===== config.mk =====
export PLATFORM = sky130hd
export DESIGN_NAME = char_lcd_command_front_end
export DESIGN_NICKNAME = d
export VERILOG_FILES = /design/src/rtl/core/lcdfe_pkg.sv /design/src/rtl/core/lcdfe_ctrl.sv /design/src/rtl/core/lcdfe_dp.sv /design/src/rtl/core/char_lcd_command_front_end.sv
export SDC_FILE = /design/constraint.sdc
export NUM_CORES = 1
export LEC_CHECK = 0
export CORE_MARGIN = 2
export CORE_UTILIZATION = 55
export DETAILED_ROUTE_END_ITERATION = 8
export DONT_BUFFER_PORTS = 1
export PLACE_DENSITY_LB_ADDON = 0.25
export SYNTH_ARGS = -nofsm -noshare
export SYNTH_HDL_FRONTEND = slang
export SYNTH_SLANG_ARGS = --single-unit

===== constraint.sdc =====
create_clock -name clk -period 4.9 [get_ports clk]
set_clock_uncertainty 0.1 [all_clocks]
set_input_delay 0.49 -clock clk [delete_from_list [all_inputs] [get_ports clk]]
set_output_delay 0.49 -clock clk [all_outputs]
set_load 0.1 [all_outputs]

===== src/rtl/core/lcdfe_pkg.sv =====
// shared types, constants and tables of the character lcd command front end
`default_nettype none
package lcdfe_pkg;

	// geometry of the shadow and the display lines
	localparam int SHADOW_CELLS = 64;
	localparam int LINE_CELLS   = 16;
	localparam int CELL_AW      = $clog2(SHADOW_CELLS);
	localparam int FLAG_SELS    = 3;

	// transfer buffer holds every nibble of one request
	localparam int TX_DEPTH = 24;
	localparam int TX_AW    = $clog2(TX_DEPTH + 1);

	// sequencer step counter and op list
	localparam int PH_W     = 4;
	localparam int INIT_LEN = 14;
	localparam int OPS_LEN  = 8;

	// request codes
	localparam logic [3:0] REQ_INIT     = 4'd0;
	localparam logic [3:0] REQ_WRITE    = 4'd1;
	localparam logic [3:0] REQ_WRITE_AT = 4'd2;
	localparam logic [3:0] REQ_SETPOS   = 4'd3;
	localparam logic [3:0] REQ_SETXY    = 4'd4;
	localparam logic [3:0] REQ_UP       = 4'd5;
	localparam logic [3:0] REQ_DOWN     = 4'd6;
	localparam logic [3:0] REQ_LEFT     = 4'd7;
	localparam logic [3:0] REQ_RIGHT    = 4'd8;
	localparam logic [3:0] REQ_CLEAR    = 4'd9;
	localparam logic [3:0] REQ_FLAG     = 4'd10;
	localparam logic [3:0] REQ_DIG_UP   = 4'd11;
	localparam logic [3:0] REQ_DIG_DOWN = 4'd12;
	localparam logic [3:0] REQ_READ     = 4'd13;

	// lcd command bytes and characters
	localparam logic [7:0] CMD_CLEAR      = 8'h01;
	localparam logic [7:0] CMD_SET_DDRAM  = 8'h80;
	localparam logic [7:0] CMD_FUNCTION   = 8'h28;
	localparam logic [7:0] CMD_DISPLAY_ON = 8'h0F;
	localparam logic [7:0] CMD_ENTRY      = 8'h06;
	localparam logic [7:0] CMD_DISPLAY    = 8'h08;
	localparam logic [7:0] CHAR_SPACE     = 8'h20;
	localparam logic [7:0] CHAR_ZERO      = 8'h30;
	localparam logic [7:0] CHAR_NINE      = 8'h39;
	localparam logic [6:0] ROW1_BASE      = 7'h40;
	localparam logic [2:0] FLAG_KEEP_MASK = 3'b110;
	localparam logic [2:0] FLAG_RESET     = 3'b111;

	// primitive operations of the sequencer
	typedef enum logic [3:0] {
		OP_NONE,
		OP_SP_ARG,
		OP_SP_SAVED,
		OP_SP_CUR,
		OP_STEPBACK,
		OP_DATA_IN,
		OP_DATA_SPACE,
		OP_DATA_DIG,
		OP_CLEAR,
		OP_FLAG,
		OP_INIT,
		OP_DIGIT,
		OP_READ
	} op_t;

	// outcome of a digit check
	typedef enum logic [1:0] {
		DIG_NONE,
		DIG_STEP,
		DIG_WRAP
	} dig_t;

	// controller states
	typedef enum logic [3:0] {
		ST_IDLE   = 4'b0001,
		ST_DECODE = 4'b0010,
		ST_EXEC   = 4'b0100,
		ST_DRAIN  = 4'b1000
	} state_t;

	// controller to datapath
	typedef struct packed {
		logic            load;
		logic            exec;
		op_t             op;
		logic [PH_W-1:0] phase;
		logic            drain;
	} cmd_t;

	// datapath to controller
	typedef struct packed {
		logic [3:0] req;
		logic       move_ok;
		logic       flag_ok;
		logic       use_pos;
		logic       op_done;
		dig_t       dig;
		logic       drain_done;
	} stat_t;

	// fixed nibbles of the init run, the final display command is built live
	function automatic logic [3:0] init_nibble(input logic [PH_W-1:0] ph);
		logic [3:0] n;
		case (ph)
			4'd0, 4'd1, 4'd2: n = 4'd3;
			4'd3:             n = 4'd2;
			4'd4:             n = CMD_FUNCTION[7:4];
			4'd5:             n = CMD_FUNCTION[3:0];
			4'd6:             n = CMD_DISPLAY_ON[7:4];
			4'd7:             n = CMD_DISPLAY_ON[3:0];
			4'd8:             n = CMD_CLEAR[7:4];
			4'd9:             n = CMD_CLEAR[3:0];
			4'd10:            n = CMD_ENTRY[7:4];
			4'd11:            n = CMD_ENTRY[3:0];
			default:          n = 4'd0;
		endcase
		return n;
	endfunction

endpackage
`default_nettype wire


===== src/rtl/core/lcdfe_ctrl.sv =====
// controller: request decode into an op list, op sequencing and drain control
`default_nettype none
module lcdfe_ctrl (
	input  wire              clk,
	input  wire              arst_n,
	input  wire              in_valid,
	output logic             in_ready,
	input  lcdfe_pkg::stat_t stat,
	output lcdfe_pkg::cmd_t  cmd
);
	import lcdfe_pkg::*;

	state_t          state_q, state_d;
	logic [PH_W-1:0] ph_q;
	op_t             ops_q [OPS_LEN];
	op_t             build [OPS_LEN];
	op_t             expd  [OPS_LEN];
	op_t             ops_d [OPS_LEN];
	int              k;

	// handshake and commands
	always_comb begin
		in_ready  = (state_q == ST_IDLE);
		cmd.load  = in_valid && (state_q == ST_IDLE);
		cmd.exec  = (state_q == ST_EXEC) && (ops_q[0] != OP_NONE);
		cmd.op    = ops_q[0];
		cmd.phase = ph_q;
		cmd.drain = (state_q == ST_DRAIN);
	end

	// next state
	always_comb begin
		state_d = state_q;
		unique case (state_q)
			ST_IDLE:   if (in_valid) state_d = ST_DECODE;
			ST_DECODE: state_d = ST_EXEC;
			ST_EXEC:   if (ops_q[0] == OP_NONE) state_d = ST_DRAIN;
			ST_DRAIN:  if (stat.drain_done) state_d = ST_IDLE;
			default:   state_d = ST_IDLE;
		endcase
	end

	// op list of a fresh request
	always_comb begin
		for (int i = 0; i < OPS_LEN; i++) build[i] = OP_NONE;
		unique case (stat.req)
			REQ_INIT: build[0] = OP_INIT;
			REQ_WRITE: begin
				build[0] = OP_SP_CUR;
				build[1] = OP_DATA_IN;
			end
			REQ_WRITE_AT: begin
				build[0] = OP_SP_ARG;
				build[1] = OP_SP_CUR;
				build[2] = OP_DATA_IN;
				build[3] = OP_SP_SAVED;
			end
			REQ_SETPOS, REQ_SETXY: build[0] = OP_SP_ARG;
			REQ_UP, REQ_DOWN, REQ_LEFT, REQ_RIGHT: begin
				if (stat.move_ok) build[0] = OP_SP_ARG;
			end
			REQ_CLEAR: build[0] = OP_CLEAR;
			REQ_FLAG: begin
				if (stat.flag_ok) build[0] = OP_FLAG;
			end
			REQ_DIG_UP, REQ_DIG_DOWN: begin
				if (stat.use_pos) begin
					build[0] = OP_SP_ARG;
					build[1] = OP_DIGIT;
					build[2] = OP_SP_SAVED;
				end else begin
					build[0] = OP_DIGIT;
				end
			end
			REQ_READ: build[0] = OP_READ;
			default: ;
		endcase
	end

	// list advance: drops the finished head op; a digit op at the head is replaced by its expansion
	always_comb begin
		for (int i = 0; i < OPS_LEN; i++) expd[i] = OP_NONE;
		k = 0;
		case (stat.dig)
			DIG_WRAP: begin
				k = 6;
				expd[0] = OP_SP_CUR;
				expd[1] = OP_DATA_SPACE;
				expd[2] = OP_STEPBACK;
				expd[3] = OP_SP_CUR;
				expd[4] = OP_DATA_DIG;
				expd[5] = OP_STEPBACK;
			end
			DIG_STEP: begin
				k = 3;
				expd[0] = OP_SP_CUR;
				expd[1] = OP_DATA_DIG;
				expd[2] = OP_STEPBACK;
			end
			default: k = 0;
		endcase
		for (int i = 0; i < OPS_LEN; i++) begin
			if (i < k) ops_d[i] = expd[i];
			else if (i - k + 1 < OPS_LEN) ops_d[i] = ops_q[i - k + 1];
			else ops_d[i] = OP_NONE;
		end
	end

	// state, step counter and op list registers
	always_ff @(posedge clk or negedge arst_n) begin
		if (!arst_n) begin
			state_q <= ST_IDLE;
			ph_q    <= '0;
			for (int i = 0; i < OPS_LEN; i++) ops_q[i] <= OP_NONE;
		end else begin
			state_q <= state_d;
			if (state_q == ST_DECODE) begin
				ph_q <= '0;
				for (int i = 0; i < OPS_LEN; i++) ops_q[i] <= build[i];
			end else if (cmd.exec) begin
				if (stat.op_done) begin
					ph_q <= '0;
					for (int i = 0; i < OPS_LEN; i++) ops_q[i] <= ops_d[i];
				end else begin
					ph_q <= ph_q + 1'b1;
				end
			end
		end
	end

endmodule
`default_nettype wire


===== src/rtl/core/lcdfe_dp.sv =====
// datapath: cursor, flags, shadow memory, nibble generation, transfer buffer, output register
`default_nettype none
module lcdfe_dp (
	input  wire              clk,
	input  wire              arst_n,
	input  lcdfe_pkg::cmd_t  cmd,
	output lcdfe_pkg::stat_t stat,
	input  wire  [3:0]       req_type,
	input  wire  [7:0]       char_code,
	input  wire  [7:0]       position,
	input  wire  [3:0]       column,
	input  wire  [3:0]       row,
	input  wire  [1:0]       flag_select,
	input  wire              flag_value,
	input  wire              use_position,
	input  wire              out_ready,
	output logic             out_valid,
	output logic             bus_valid,
	output logic             bus_rs,
	output logic [3:0]       bus_nibble,
	output logic [6:0]       cursor_position,
	output logic [7:0]       read_char,
	output logic             last
);
	import lcdfe_pkg::*;

	// request registers
	logic [3:0] req_q;
	logic [7:0] ch_q;
	logic [7:0] pos_q;
	logic [1:0] fsel_q;
	logic       fval_q;
	logic       usep_q;
	logic [7:0] arg_q;
	logic [6:0] saved_q;
	logic [7:0] arg_d;

	// architectural state
	logic [6:0] cursor_q;
	logic [2:0] flags_q;
	logic [SHADOW_CELLS-1:0] vld_q;
	logic [7:0] mem [SHADOW_CELLS];
	logic [7:0] mrd_q;
	logic       mvld_q;
	logic [7:0] rd_q;
	logic [7:0] dig_q;

	// transfer buffer and output register
	logic [4:0]       txb [TX_DEPTH];
	logic [TX_AW-1:0] wcnt_q, rptr_q, n_eff;
	logic             more;
	logic             ov_q, o_bv_q, o_rs_q, o_last_q;
	logic [3:0]       o_nib_q;

	// op evaluation
	logic [7:0]         tgt;
	logic               tgt_ok;
	logic [1:0]         t_row;
	logic [6:0]         t_col, ddr;
	logic [7:0]         sp_cmd, dch, fb, ib;
	logic [2:0]         newf, fbit;
	logic [7:0]         cell_byte, dig_n;
	logic               isdig, down, wrap;
	logic               emit, e_rs, done;
	logic [3:0]         e_nib;
	logic [CELL_AW-1:0] raddr;
	logic               rin;

	// set-address target and its ddram command
	always_comb begin
		case (cmd.op)
			OP_SP_SAVED: tgt = {1'b0, saved_q};
			OP_SP_CUR:   tgt = {1'b0, cursor_q};
			OP_STEPBACK: tgt = (cursor_q == 7'd0) ? 8'd0 : {1'b0, cursor_q - 7'd1};
			default:     tgt = arg_q;
		endcase
		tgt_ok = tgt < 8'(SHADOW_CELLS);
		t_row  = 2'(tgt / LINE_CELLS);
		t_col  = 7'(tgt % LINE_CELLS);
		ddr    = (t_row[0] ? ROW1_BASE : 7'd0) + (t_row[1] ? 7'(LINE_CELLS) : 7'd0) + t_col;
		sp_cmd = CMD_SET_DDRAM | {1'b0, ddr};
	end

	// data byte, flag update and digit check
	always_comb begin
		case (cmd.op)
			OP_DATA_SPACE: dch = CHAR_SPACE;
			OP_DATA_DIG:   dch = dig_q;
			default:       dch = ch_q;
		endcase
		fbit      = 3'(3'b001 << fsel_q);
		newf      = fval_q ? (flags_q | fbit) : (flags_q & ~fbit);
		fb        = CMD_DISPLAY | {5'd0, newf};
		ib        = CMD_DISPLAY | {5'd0, flags_q & FLAG_KEEP_MASK};
		cell_byte = mvld_q ? mrd_q : 8'd0;
		isdig     = (cell_byte >= CHAR_ZERO) && (cell_byte <= CHAR_NINE);
		down      = (req_q == REQ_DIG_DOWN);
		wrap      = down ? (cell_byte == CHAR_ZERO) : (cell_byte == CHAR_NINE);
		if (wrap) dig_n = down ? CHAR_NINE : CHAR_ZERO;
		else dig_n = down ? cell_byte - 8'd1 : cell_byte + 8'd1;
	end

	// nibble of the current op step
	always_comb begin
		emit  = 1'b0;
		e_rs  = 1'b0;
		e_nib = 4'd0;
		done  = (cmd.phase == 4'd1);
		unique case (cmd.op)
			OP_SP_ARG, OP_SP_SAVED, OP_SP_CUR, OP_STEPBACK: begin
				emit = 1'b1;
				if (tgt_ok) begin
					e_nib = (cmd.phase == 4'd0) ? sp_cmd[7:4] : sp_cmd[3:0];
				end else begin
					done = (cmd.phase == 4'd3);
					case (cmd.phase)
						4'd0:    e_nib = CMD_CLEAR[7:4];
						4'd1:    e_nib = CMD_CLEAR[3:0];
						4'd2:    e_nib = CMD_SET_DDRAM[7:4];
						default: e_nib = CMD_SET_DDRAM[3:0];
					endcase
				end
			end
			OP_DATA_IN, OP_DATA_SPACE, OP_DATA_DIG: begin
				emit  = 1'b1;
				e_rs  = 1'b1;
				e_nib = (cmd.phase == 4'd0) ? dch[7:4] : dch[3:0];
			end
			OP_CLEAR: begin
				emit  = 1'b1;
				e_nib = (cmd.phase == 4'd0) ? CMD_CLEAR[7:4] : CMD_CLEAR[3:0];
			end
			OP_FLAG: begin
				emit  = 1'b1;
				e_nib = (cmd.phase == 4'd0) ? fb[7:4] : fb[3:0];
			end
			OP_INIT: begin
				emit = 1'b1;
				done = (cmd.phase == 4'(INIT_LEN - 1));
				if (cmd.phase == 4'(INIT_LEN - 2)) e_nib = ib[7:4];
				else if (cmd.phase == 4'(INIT_LEN - 1)) e_nib = ib[3:0];
				else e_nib = init_nibble(cmd.phase);
			end
			default: ;
		endcase
	end

	// status to the controller
	always_comb begin
		stat.req     = req_q;
		stat.flag_ok = fsel_q < 2'(FLAG_SELS);
		stat.use_pos = usep_q;
		stat.op_done = done;
		if (cmd.op == OP_DIGIT && cmd.phase == 4'd1 && isdig)
			stat.dig = wrap ? DIG_WRAP : DIG_STEP;
		else
			stat.dig = DIG_NONE;
		case (req_q)
			REQ_UP:    stat.move_ok = cursor_q >= 7'(LINE_CELLS);
			REQ_DOWN:  stat.move_ok = cursor_q < 7'(SHADOW_CELLS - LINE_CELLS);
			REQ_LEFT:  stat.move_ok = 7'(cursor_q % LINE_CELLS) != 7'd0;
			REQ_RIGHT: stat.move_ok = 8'(({1'b0, cursor_q} + 8'd1) % LINE_CELLS) != 8'd0;
			default:   stat.move_ok = 1'b0;
		endcase
		stat.drain_done = !more && !ov_q;
	end

	// set-address argument of the request
	always_comb begin
		case (req_type)
			REQ_SETXY: arg_d = 8'(32'(row) * LINE_CELLS + 32'(column));
			REQ_UP:    arg_d = {1'b0, cursor_q} - 8'(LINE_CELLS);
			REQ_DOWN:  arg_d = {1'b0, cursor_q} + 8'(LINE_CELLS);
			REQ_LEFT:  arg_d = {1'b0, cursor_q} - 8'd1;
			REQ_RIGHT: arg_d = {1'b0, cursor_q} + 8'd1;
			default:   arg_d = position;
		endcase
	end

	// request capture and op results held as payload
	always_ff @(posedge clk) begin
		if (cmd.load) begin
			req_q   <= req_type;
			ch_q    <= char_code;
			pos_q   <= position;
			fsel_q  <= flag_select;
			fval_q  <= flag_value;
			usep_q  <= use_position;
			arg_q   <= arg_d;
			saved_q <= cursor_q;
			rd_q    <= 8'd0;
		end else if (cmd.exec && done) begin
			if (cmd.op == OP_DIGIT) dig_q <= dig_n;
			if (cmd.op == OP_READ) rd_q <= cell_byte;
		end
	end

	// shadow memory with registered read
	always_comb begin
		raddr = (cmd.op == OP_READ) ? pos_q[CELL_AW-1:0] : cursor_q[CELL_AW-1:0];
		rin   = (cmd.op == OP_READ) ? (pos_q < 8'(SHADOW_CELLS))
		                            : (cursor_q < 7'(SHADOW_CELLS));
	end

	always_ff @(posedge clk) begin
		if (cmd.exec && done && (cmd.op == OP_DATA_IN || cmd.op == OP_DATA_SPACE ||
		                         cmd.op == OP_DATA_DIG))
			mem[cursor_q[CELL_AW-1:0]] <= dch;
		if (cmd.exec) begin
			mrd_q  <= mem[raddr];
			mvld_q <= vld_q[raddr] && rin;
		end
	end

	// cursor, flags and cell valid bits
	always_ff @(posedge clk or negedge arst_n) begin
		if (!arst_n) begin
			cursor_q <= 7'd0;
			flags_q  <= FLAG_RESET;
			vld_q    <= '0;
		end else if (cmd.exec && done) begin
			case (cmd.op)
				OP_SP_ARG, OP_SP_SAVED, OP_SP_CUR, OP_STEPBACK: begin
					if (tgt_ok) begin
						cursor_q <= tgt[6:0];
					end else begin
						cursor_q <= 7'd0;
						vld_q    <= '0;
					end
				end
				OP_DATA_IN, OP_DATA_SPACE, OP_DATA_DIG: begin
					vld_q[cursor_q[CELL_AW-1:0]] <= 1'b1;
					cursor_q <= cursor_q + 7'd1;
				end
				OP_CLEAR: begin
					cursor_q <= 7'd0;
					vld_q    <= '0;
				end
				OP_FLAG: flags_q <= newf;
				OP_INIT: begin
					flags_q  <= flags_q & FLAG_KEEP_MASK;
					cursor_q <= 7'd0;
				end
				default: ;
			endcase
		end
	end

	// transfer buffer write
	always_ff @(posedge clk) begin
		if (cmd.exec && emit) txb[wcnt_q[TX_AW-1:0]] <= {e_rs, e_nib};
	end

	// drain bookkeeping
	always_comb begin
		n_eff = (wcnt_q == '0) ? TX_AW'(1) : wcnt_q;
		more  = rptr_q < n_eff;
	end

	always_ff @(posedge clk or negedge arst_n) begin
		if (!arst_n) begin
			wcnt_q <= '0;
			rptr_q <= '0;
			ov_q   <= 1'b0;
		end else begin
			if (cmd.load) begin
				wcnt_q <= '0;
				rptr_q <= '0;
			end else if (cmd.exec && emit) begin
				wcnt_q <= wcnt_q + 1'b1;
			end
			if (cmd.drain && (!ov_q || out_ready)) begin
				ov_q <= more;
				if (more) rptr_q <= rptr_q + 1'b1;
			end
		end
	end

	// output register payload
	always_ff @(posedge clk) begin
		if (cmd.drain && (!ov_q || out_ready) && more) begin
			o_bv_q   <= (wcnt_q != '0);
			o_rs_q   <= (wcnt_q != '0) && txb[rptr_q][4];
			o_nib_q  <= (wcnt_q != '0) ? txb[rptr_q][3:0] : 4'd0;
			o_last_q <= (rptr_q + 1'b1 == n_eff);
		end
	end

	// outputs
	always_comb begin
		out_valid       = ov_q;
		bus_valid       = o_bv_q;
		bus_rs          = o_rs_q;
		bus_nibble      = o_nib_q;
		last            = o_last_q;
		cursor_position = cursor_q;
		read_char       = rd_q;
	end

endmodule
`default_nettype wire


===== src/rtl/core/char_lcd_command_front_end.sv =====
// top level of the character lcd command front end
//
// channel   direction  handshake              payload
// request   in         in_valid / in_ready    req_type char_code position column row
//                                             flag_select flag_value use_position
// transfer  out        out_valid / out_ready  bus_valid bus_rs bus_nibble cursor_position
//                                             read_char last
//
// one request at a time: it is captured, decoded into an op list, and each op step
// writes one nibble to the transfer buffer (a digit check or cell read writes none);
// once the op list closes, the buffer drains through the output register.
// a clear drops all 64 cell valid bits at once, so no clearing pass after reset.
// a stall on the transfer side holds the output register; requests wait meanwhile.
`default_nettype none
module char_lcd_command_front_end (
	input  wire        clk,
	input  wire        arst_n,
	input  wire        in_valid,
	output logic       in_ready,
	input  wire  [3:0] req_type,
	input  wire  [7:0] char_code,
	input  wire  [7:0] position,
	input  wire  [3:0] column,
	input  wire  [3:0] row,
	input  wire  [1:0] flag_select,
	input  wire        flag_value,
	input  wire        use_position,
	output logic       out_valid,
	input  wire        out_ready,
	output logic       bus_valid,
	output logic       bus_rs,
	output logic [3:0] bus_nibble,
	output logic [6:0] cursor_position,
	output logic [7:0] read_char,
	output logic       last
);
	import lcdfe_pkg::*;

	cmd_t  cmd;
	stat_t stat;

	// controller
	lcdfe_ctrl u_ctrl (
		.clk      (clk),
		.arst_n   (arst_n),
		.in_valid (in_valid),
		.in_ready (in_ready),
		.stat     (stat),
		.cmd      (cmd)
	);

	// datapath
	lcdfe_dp u_dp (
		.clk             (clk),
		.arst_n          (arst_n),
		.cmd             (cmd),
		.stat            (stat),
		.req_type        (req_type),
		.char_code       (char_code),
		.position        (position),
		.column          (column),
		.row             (row),
		.flag_select     (flag_select),
		.flag_value      (flag_value),
		.use_position    (use_position),
		.out_ready       (out_ready),
		.out_valid       (out_valid),
		.bus_valid       (bus_valid),
		.bus_rs          (bus_rs),
		.bus_nibble      (bus_nibble),
		.cursor_position (cursor_position),
		.read_char       (read_char),
		.last            (last)
	);

endmodule
`default_nettype wire

# == Word level (Yosys, flattened, before mapping) ==
# Memory sizes are Yosys's and may differ from the RTL's. A register that Yosys moved wholly into a read port is not among the register bits.
# Cells that the tools add are included.
# totals
ff_bits,188
mem_bits_rw,632
rom_bits,64
input_bits,36
out_inout_bits,24
word_cells,324
n_memories,3
# op_classes
add_sub_neg,31
magnitude_cmp,36
n_eq_ne,48
shift,1
mux,110
bitwise,14
n_reduce_logical,49
# memory_table
name,words,word_bits,read_ports,rd_clocked_by_memory_dff,wr,line,text
u_dp.mem,64,8,1,1,1,lcdfe_dp.sv:42,logic [7:0] mem [SHADOW_CELLS];
u_dp.txb,24,5,1,0,1,lcdfe_dp.sv:49,logic [4:0] txb [TX_DEPTH];
(no name shown),16,4,1,0,0,lcdfe_pkg.sv:105,case (ph)
# ops
operator,n
$add 32x2->32 const B,8
$ge 32x4->1 const B,8
$lt 32x5->1 const B,8
$not 32->32,8
$pmux 64 s3,1
$mux 4,47
$bmux 4 s3,8
$mux 32,3
$mux 64,1
$or 64x64->64,1
$eq 4x4->1 const B,15
$eq 4x3->1 const B,13
$pmux 8 s5,1
$mux 5,7
$mux 8,4
$pmux 4 s8,1
$eq 4x2->1 const B,7
$pmux 8 s3,1
$mux 7,3
$pmux 7 s3,1
$pmux 10 s2,1
$pmux 4 s5,1
$eq 4x1->1 const B,4
$eq 8x6->1 const B,2
70 further kinds,135

# == Longest topological paths before layout ==
# Gate-level depths: netlist of run 1.
# logic_depth
ltp_word,18
ltp_mapped,16

# == Cells and area by module ==
# From an unflattened synthesis of run 1, not the netlist that was laid out.
# unflattened
hier_cells,2886
area_unflattened_um2,37055.5
# by_module_without_submodules
module,n_inst,cells_per_inst,area_per_inst_um2,seq_area_each_um2
lcdfe_dp,1,2595,33873.7,23161.0
lcdfe_ctrl,1,291,3181.8,1002.2

# == Least setup slack after synthesis of run 1 ==
# OpenSTA, ideal clock, no wires.
# synth_path
path_kind,register to register
from,register u_ctrl.ops_q (netlist bit u_ctrl.cmd[7])
to,memory u_dp.txb[0][1] (data pin)
arrival_time_ps,4690
path_slack_ps,-407
path_stages_with_launch,9
path_buffers,2
synth_period_minus_slack_ps,5307
cell_sequence,dfrtp_1 > buf_2 > clkbuf_1 > nor2b_1 > nand2_1 > o21ai_0 > nand2b_1 > o211ai_1 > o311ai_0
# synth_lines
item,line,text
"start, declared",lcdfe_ctrl.sv:15,op_t ops_q [OPS_LEN];
$eq 4x3->1,lcdfe_dp.sv:86,case (cmd.op)
$pmux 8 s2 (*),lcdfe_dp.sv:86,
named net u_dp.dch[1],lcdfe_dp.sv:60,"logic [7:0] sp_cmd, dch, fb, ib;"
$mux 4 (*),lcdfe_dp.sv:127,e_nib = (cmd.phase == 4'd0) ? dch[7:4] : dch[3:0];
$pmux 4 s5 (*),lcdfe_dp.sv:109,unique case (cmd.op)
named net u_dp.e_nib[1],lcdfe_dp.sv:65,logic [3:0] e_nib;
"end, declared",lcdfe_dp.sv:49,
# The timed path passes the listed nets; every way through them passes the cells marked *.

# == Worst setup path after layout of run 1 ==
# layout_path
from,"register u_dp.cursor_q[1], in the netlist u_dp.cursor_position[1]"
to,memory u_dp.mem[35][5] (enable)
# layout_via
elab_chain_len,10
# layout_lines
item,line,text
"start, declared",lcdfe_dp.sv:39,logic [6:0] cursor_q;
"start signal, assigned",lcdfe_dp.sv:225,cursor_q <= tgt[6:0];
"start signal, assigned",lcdfe_dp.sv:233,cursor_q <= cursor_q + 7'd1;
$sub 7x1->7 or $logic_not 7->1 (tied branches),lcdfe_dp.sv:74,"OP_STEPBACK: tgt = (cursor_q == 7'd0) ? 8'd0 : {1'b0, cursor_q - 7'd1};"
$mux 7,lcdfe_dp.sv:74,
$pmux 8 s3,lcdfe_dp.sv:71,case (cmd.op)
$lt 8x7->1,lcdfe_dp.sv:77,tgt_ok = tgt < 8'(SHADOW_CELLS);
$mux 1,lcdfe_dp.sv:112,if (tgt_ok) begin
$pmux 1 s2,lcdfe_dp.sv:109,
$logic_and 1x1->1 (2 in series),lcdfe_dp.sv:206,if (cmd.exec && done && (cmd.op == OP_DATA_IN || cmd.op == OP_DATA_SPACE ||
$mux 1,lcdfe_dp.sv:206,
$mux 1 (implied by the code),lcdfe_dp.sv:208,mem[cursor_q[CELL_AW-1:0]] <= dch;
"end, declared",lcdfe_dp.sv:42,
# Parallel ways exist; a longest one is shown, timed or not.

==> results of run 1 <==
-- layer usage --
layer  wire [um]  vias to the layer above  share of wire (%)
li1            -                    10400                  -
met1       37500                    11900                 41
met2       43700                     1224                 48
met3        7770                      175                8.5
met4        2860                        0                3.1
met5           0                        -                  0
-- synth_stat cells (5+ instances only) --
master and n:
a211oi_1 13, a21o_1 7, a21oi_1 125, a311oi_1 5, a31oi_1 14, a32oi_1 34
and2_1 15, and3_1 19, and4_1 10, buf_1 11, buf_2 63, buf_6 7
clkbuf_1 77, dfrtp_1 121, dfxtp_1 8, edfxtp_1 695, ha_1 35, inv_1 27
mux2i_1 69, mux4_2 110, nand2_1 426, nand2b_1 22, nand3_1 246, nand3b_1 7
nand4_1 11, nor2_1 235, nor2b_1 15, nor3_1 35, nor3_2 8, o211ai_1 12
o21a_1 12, o21ai_0 63, o21ai_1 15, o221ai_1 6, o22ai_1 21, o31ai_1 10
or3_1 6, xnor2_1 26, xor2_1 6
-- cells by family (layout without fill, tap and decap cells) --
logic type,after synthesis,count (layout)
mux,184,184
fa+ha+maj,37,37
xor+xnor,32,32
flops,828,828
other cells,0,1
simple gates,1082,1082
compound gates,384,384
buf+inv,197,283
-- cell type report --
class | count | share of cell area [%]
well taps | 864 | 2.67
inverters | 34 | 0.315
clock buffers | 122 | 5.85
multi-input cells | 1719 | 28.5
clock inverters | 34 | 0.846
flip-flops and latches | 828 | 59.6
diodes | 1 | 0.00617
repair buffers | 93 | 2.17
-- critical path: cells and delay by family (launching register included) --
kind	cells	cell delay [ps]
compound gates	4	1030
flops	1	370
buf+inv	1	190
simple gates	4	1840
fa+ha+maj	1	290
-- what timing repair did --
item / 4_1_cts / 5_1_grt
hold endpoints to repair: 155 / 0
hold buffers: 28 / 0
buffers inserted: 0 / 0
-- how the worst max path moves through the flow --
| stage | start | end | cells past startpoint |
|---|---|---|---|
| 4_1_cts | u_dp.cursor_position[1] | u_dp.mem[28][6] | 10 |
| 3_3_place_gp | u_dp.cursor_position[1] | u_dp.mem[29][3] | 10 |
| 3_5_place_dp | u_dp.cursor_position[1] | u_dp.mem[28][0] | 10 |
| 2_1_floorplan | u_ctrl.cmd[7] | u_dp.txb[0][3] | 8 |
| 5_1_grt | u_dp.cursor_position[1] | u_dp.mem[28][6] | 10 |
| 6_report | u_dp.cursor_position[1] | u_dp.mem[35][5] | 10 |
-- metrics by stage --
step / instances / util [%] / hold slack, ps / power (W) / worst slack [ps]
final: 3695 / 61.8 / 47.7 / 0.0202 / 701
after global routing: 3695 / 61.8 / 53.5 / 0.0209 / 547
after CTS: 3694 / 61.7 / 7.33 / 0.0202 / 696
after detailed placement: 3510 / 57.2 / 97.3 / 0.0139 / 718
after global placement: 3510 / 57.2 / 97.1 / 0.0138 / 895
after floorplan: 2744 / - / 94.4 / 0.0121 / 22.5
-- registers in the layout, summed over array words and instances, names as in the netlist, 5 cells and up --
signal	cells
u_dp.wcnt_q	5
u_dp.pos_q	8
u_dp.cursor_position	7
u_dp.arg_q	8
u_dp.dig_q	8
u_dp.saved_q	7
u_dp.vld_q	64
u_dp.mrd_q	8
u_dp.txb	120
u_dp.rptr_q	5
u_ctrl.ops_q	28
u_dp.read_char	8
u_dp.mem	512
u_dp.ch_q	8
-- layout by cell type (no fill, tap or decap), drive strengths merged, types with 7 or more instances in the layout --
master | netlist | routed
o31ai | 10 | 10
o221ai | 7 | 7
xnor2 | 26 | 26
edfxtp | 695 | 695
a211oi | 13 | 13
dfrtp | 121 | 121
a21o | 7 | 7
o211ai | 12 | 12
o22ai | 21 | 21
nor3 | 44 | 44
and2 | 15 | 15
mux4 | 110 | 110
nand2 | 426 | 426
a31oi | 14 | 14
buf | 85 | 65
inv | 30 | 32
o21a | 12 | 12
dfxtp | 8 | 8
and3 | 19 | 19
clkinv | 4 | 27
nand2b | 22 | 22
nand3 | 247 | 247
o21ai | 78 | 78
nor2b | 15 | 15
and4 | 10 | 10
nand3b | 7 | 7
nand4 | 11 | 11
mux2i | 69 | 69
dlygate4sd3 | 0 | 27
a32oi | 34 | 34
nor2 | 238 | 238
ha | 35 | 35
a21oi | 127 | 127
clkbuf | 78 | 123
-- where the power goes --
part	total, W	internal (W)	switching (W)	leakage, nW
Combinational	0.00534	0.00183	0.00352	4.56
Clock	0.00635	0.00368	0.00267	1.31
Sequential	0.00853	0.00829	0.000242	8.04
Total	0.0202	0.0138	0.00643	13.9
==> key figures, run 1 <==
STA
  • Crit share post-route: 85.7%
  • RSZ-0062 raised after global routing: false
  • Final hold violations: 0
  • Final setup viols: 0
  • Post-route setup TNS: 0 ps
  • Max Freq: roughly 240 MHz
  • Worst Tran Pin Value: 1310 ps
  • Fin. max-slew vios: 0
  • Rel. slew slack: between 10% and 20%
  • Min cycle time layout: 4200 ps

Logic synthesis
  • Largest family of logic cells by synthesized area: simple AND/OR/NAND/NOR gates
  • Distinct cells, synth: 91
  • Synth Net Count: 2817
  • Main flop type after synthesis: edfxtp_1
  • Async SR Flop Fraction: about 15%
  • Post-Synth XOR/XNOR Area: less than 1%
  • Post-synthesis compound-gate area fraction: between 6 and 7%
  • Post-Synthesis Cells: around 2700
  • Synth Area in Simple Gates: between 10% and 20%
  • Top post-synthesis cells by area: edfxtp_1 (57%), dfrtp_1 (8.3%), mux4_2 (6.8%)
  • Cell taking the most area after synthesis: edfxtp_1
  • EDFF count, synth: just under 700
  • Syn_area_per_cell: roughly 13 um2
  • Post-synthesis adder-cell area fraction: 1.31%
  • Ys Warns: 0
  • Top cell type's share of synthesized area: between 50% and 60%
  • Register area share after synthesis: about two thirds
  • Post-synthesis mux area share: 8.86%
  • Synth Cell Area: around 0.036 mm2
  • Seq cells post-synth: 828

Final layout
  • Register area: roughly 0.024 mm2
  • P&R area growth vs syn: 11.3%
  • Nets@finish: approximately 2800
  • Layout cells sized above 1: 12.3%
  • Fillers: between 4000 and 5000
  • Multi-input logic area: about 0.012 mm2
  • Post-layout instance area: 0.0405 mm2

Routing
  • Drt wl/cell: about 25 um
  • WL final: between 90000 and 100000 um
  • Number of DRC markers in iteration 0: roughly 3400
  • Vias: between 20000 and 25000
  • DR pass1 iterations: 7
  • Drt drc: 0
  • Post-DRT Antenna Nets: 0
  • Vias per cell: 6.40

Critical path
  • CP endpoint kind: flop
  • Critical R2R Launch: u_dp.cursor_position[1]
  • Register-to-register setup slack: roughly 700 ps
  • Cells along the critical path: clkinv_1 > ha_1 > nor3b_1 > a211o_2 > o221ai_4 > o211a_1 > a21oi_4 > nor2_2 > nand2_1 > nor2_1
  • Reg-to-reg endpoint: u_dp.mem[35][5]
  • WP data arrival: 4350 ps
  • FF-to-FF path depth: 10
  • CP required: slightly above 5000 ps
  • Critical path's slowest cell: nor2_1
  • Type of origin of the critical path: flop
  • Crit Path Class: flop to flop
  • Slowest stage delay, CP: between 800 and 900 ps
  • Critical Path Fanout Max: 8

Floorplanning
  • Placement row count: 94
  • DIE WIDTH: 261 um
  • Total I/O pin count: 60
  • Core Area: 0.0656 mm2
  • Die ar.: between 0.06 and 0.07 mm2
  • Die height: ~260 um
  • Initial core utilization: between 50% and 60%

Place
  • HPWL after DPL: ~58000 um
  • GPL Wtd Cong: approximately 0.94
  • Post-DP Area: 0.0375 mm2
  • Port Buffer Count: 0

Clock tree
  • PostCTS Resize Cnt: 0
  • CTS tree: built
  • CTS Buf Count: 84
  • Longest Clk Path Bufs: 3
  • Clk slew on worst S/H paths: 60 ps
  • Clk sinks: between 800 and 900
  • CTS root buffer: clkbuf_16
  • Worst skew pair latency: 630 ps
  • H-tree levels: 3

Global routing
  • Largest net degree at the start of global routing: 126
  • Met3 usage in global routing: 3.69%
  • Met2 usage: about 43%
  • Total track usage: 27.0%
  • GR peak layer: met2
  • Total gr overflow: 0
  • Vias in the first global route: ~23000
  • First-pass GRT wire length: roughly 140000 um
  • GR Util met1: around two fifths
  • Initial antenna violation count: 1

Worst hold path
  • WHS Endpoint: u_dp.arg_q[6]
  • Hold path start: position[6]
  • Worst Hold Class: input port to flop
  • Worst Hold Depth: 2

Power and ir drop
  • Cell Pwr Density: 499 mW/mm2
  • Pleak: around 14 nW
  • Peak VDD IR: about 0.00030 V

Job
  • Max Cap Violations: 0

Outcome
  • Outcome: finished clean
Note: power is estimated with default switching activity, not from simulation.
==> inputs of run 2 (changes only) <==
--- a/config.mk
+++ b/config.mk
@@ -5,7 +5,6 @@
 export SDC_FILE = /design/constraint.sdc
 export NUM_CORES = 1
 export LEC_CHECK = 0
-export CORE_MARGIN = 2
 export CORE_UTILIZATION = 55
 export DETAILED_ROUTE_END_ITERATION = 8
 export DONT_BUFFER_PORTS = 1
==> key figures, run 2 (same netlist as run 1, synthesis figures left out) <==
Outcome
  • Outcome: finished clean

Global routing
  • Vias in the first global route: roughly 23000
  • Total track usage: 28.1%
  • First-pass GRT wire length: between 100000 and 150000 um
  • Total gr overflow: 0
  • Initial antenna violation count: 0
  • Largest net degree at the start of global routing: ~130

Power and ir drop
  • Pleak: approximately 14 nW
  • Cell Pwr Density: about 500 mW/mm2
  • Peak VDD IR: a little over 0.0005 V

Routing
  • Drt drc: 0
  • DR pass1 iterations: 6
  • Vias: between 20000 and 25000
  • WL final: slightly above 90000 um
  • Drt wl/cell: 25.2 um
  • Number of DRC markers in iteration 0: ~3000
  • Vias per cell: roughly 6.4
  • Post-DRT Antenna Nets: 0

Place
  • GPL Wtd Cong: 0.964
  • Port Buffer Count: 0
  • HPWL after DPL: 58600 um

Final layout
  • Most common cell after layout, fill and taps aside: edfxtp_1
  • Max FFs per register: 512
  • Multi-input logic area: roughly 0.012 mm2
  • Nets@finish: between 2000 and 3000
  • P&R area growth vs syn: 12.0%
  • Fillers: around 4700
  • Register area: between 0.02 and 0.025 mm2
  • Layout cells sized above 1: 13.3%
  • Most frequent cells in the layout: edfxtp_1 (695), nand2_1 (426), nand3_1 (246)

Clock tree
  • Worst skew pair latency: 650 ps
  • PostCTS Resize Cnt: 0
  • CTS tree: built
  • Clk sinks: 828
  • CTS Buf Count: 85
  • Longest Clk Path Bufs: 3
  • CTS root buffer: clkbuf_16
  • Clk slew on worst S/H paths: around 60 ps
  • H-tree levels: 3

Floorplanning
  • Placement row count: between 90 and 100
  • Initial core utilization: 56.1%
  • Total I/O pin count: 60
  • Die height: around 260 um
  • Die ar.: just under 0.07 mm2
  • Core Area: ~0.065 mm2
  • DIE WIDTH: about 260 um

STA
  • Worst Tran Pin Value: 1190 ps
  • Min cycle time layout: between 4000 and 5000 ps
  • Final hold violations: 0
  • Hold WS: 57.0 ps
  • Post-route setup TNS: 0 ps
  • Crit share post-route: 85.2%
  • Max Freq: about 240 MHz
  • Rel. slew slack: between 20% and 30%
  • Fin. max-slew vios: 0
  • RSZ-0062 raised after global routing: false
  • Final setup viols: 0

Critical path
  • Critical Path Fanout Max: 46
  • Slowest stage delay, CP: ~700 ps
  • Type of origin of the critical path: flop
  • WP data arrival: 4470 ps
  • Cells along the critical path: nor4bb_4 > buf_4 > mux2i_4 > buf_12 > mux4_2 > mux2i_1 > a32oi_1 > and4_1
  • CP endpoint kind: flop
  • Number of buffers and inverters on the critical path: 2
  • Critical path's slowest cell: mux2i_4
  • Delay-heaviest family, CP: multiplexers
  • Crit Path Class: flop to flop
  • CP required: ~5200 ps

Job
  • Max Cap Violations: 0

Worst hold path
  • Worst Hold Class: input port to flop
## run 2: changes by cell type in the layout (fill, tap and decap cells not counted), moves of 3 or more
cell        delta
clkbuf_1      -14
clkinv_1       +4
bufinv_16      +3
clkinvlp_4     +3
buf_4         +22
clkinv_2       +4
clkbuf_16      -3
## run 2: through the flow
step / instances / power, W / utilization, % / setup WS, ps / instance area (um2)
after floorplan: 2744 / 0.0121 / - / 22.5 / 36400
after global placement: 3522 / 0.0138 / 58.0 / 861 / 37600
after detailed placement: 3522 / 0.0139 / 58.0 / 815 / 37600
after CTS: 3708 / 0.0204 / 62.8 / 816 / 40800
after global routing: 3708 / 0.0211 / 62.8 / 571 / 40800
final: 3709 / 0.0204 / 62.8 / 727 / 40800
## run 2: final cells by class
| class | instances | share of cell area (%) |
|---|---|---|
| Multi-Input combinational cell | 1719 | 28.3 |
| Antenna cell | 1 | 0.00614 |
| Clock inverter | 54 | 1.48 |
| Tap cell | 855 | 2.62 |
| Clock buffer | 104 | 5.46 |
| Timing Repair Buffer | 114 | 2.51 |
| Sequential cell | 828 | 59.3 |
| Inverter | 34 | 0.313 |
## run 2: power by group
group,switching [W],total [W],internal [W]
sequential,0.000234,0.00852,0.00829
clock,0.00277,0.00652,0.00376
combinational,0.00353,0.00535,0.00183
## run 2: timing repair
action,4_1_cts,5_1_grt
hold buffers,28,0
endpoints found under the hold margin,155,0
setup buffers,0,0
## run 2: final timing paths
path / start / end / slack, ps / depth (start not counted)
min in group asynchronous: arst_n / u_ctrl.ops_q[20] / 320 / 2
min reg2reg: u_dp.vld_q[63] / u_dp.vld_q[63] / 390 / 2
max reg2reg: u_ctrl.cmd[7] / u_dp.mrd_q[5] / 730 / 8
max in group asynchronous: arst_n / u_dp.rptr_q[0] / 3690 / 2
min: position[6] / u_dp.arg_q[6] / 60 / 2
max: u_ctrl.cmd[7] / u_dp.mrd_q[5] / 730 / 8
## run 2: worst register-to-register path, stage by stage (launching register included)
cell	delay [ps]
dfrtp_1	690
nor4bb_4	370
buf_4	330
mux2i_4	710
buf_12	380
mux4_2	610
mux2i_1	340
a32oi_1	150
and4_1	250
## run 2: metal layers
metal	up-vias	track usage [%]	wire length (um)
li1	10400	-	-
met1	11800	39.1	37400
met2	1221	45.4	45300
met3	166	4.65	8020
met4	0	9.35	2670
met5	-	0	0
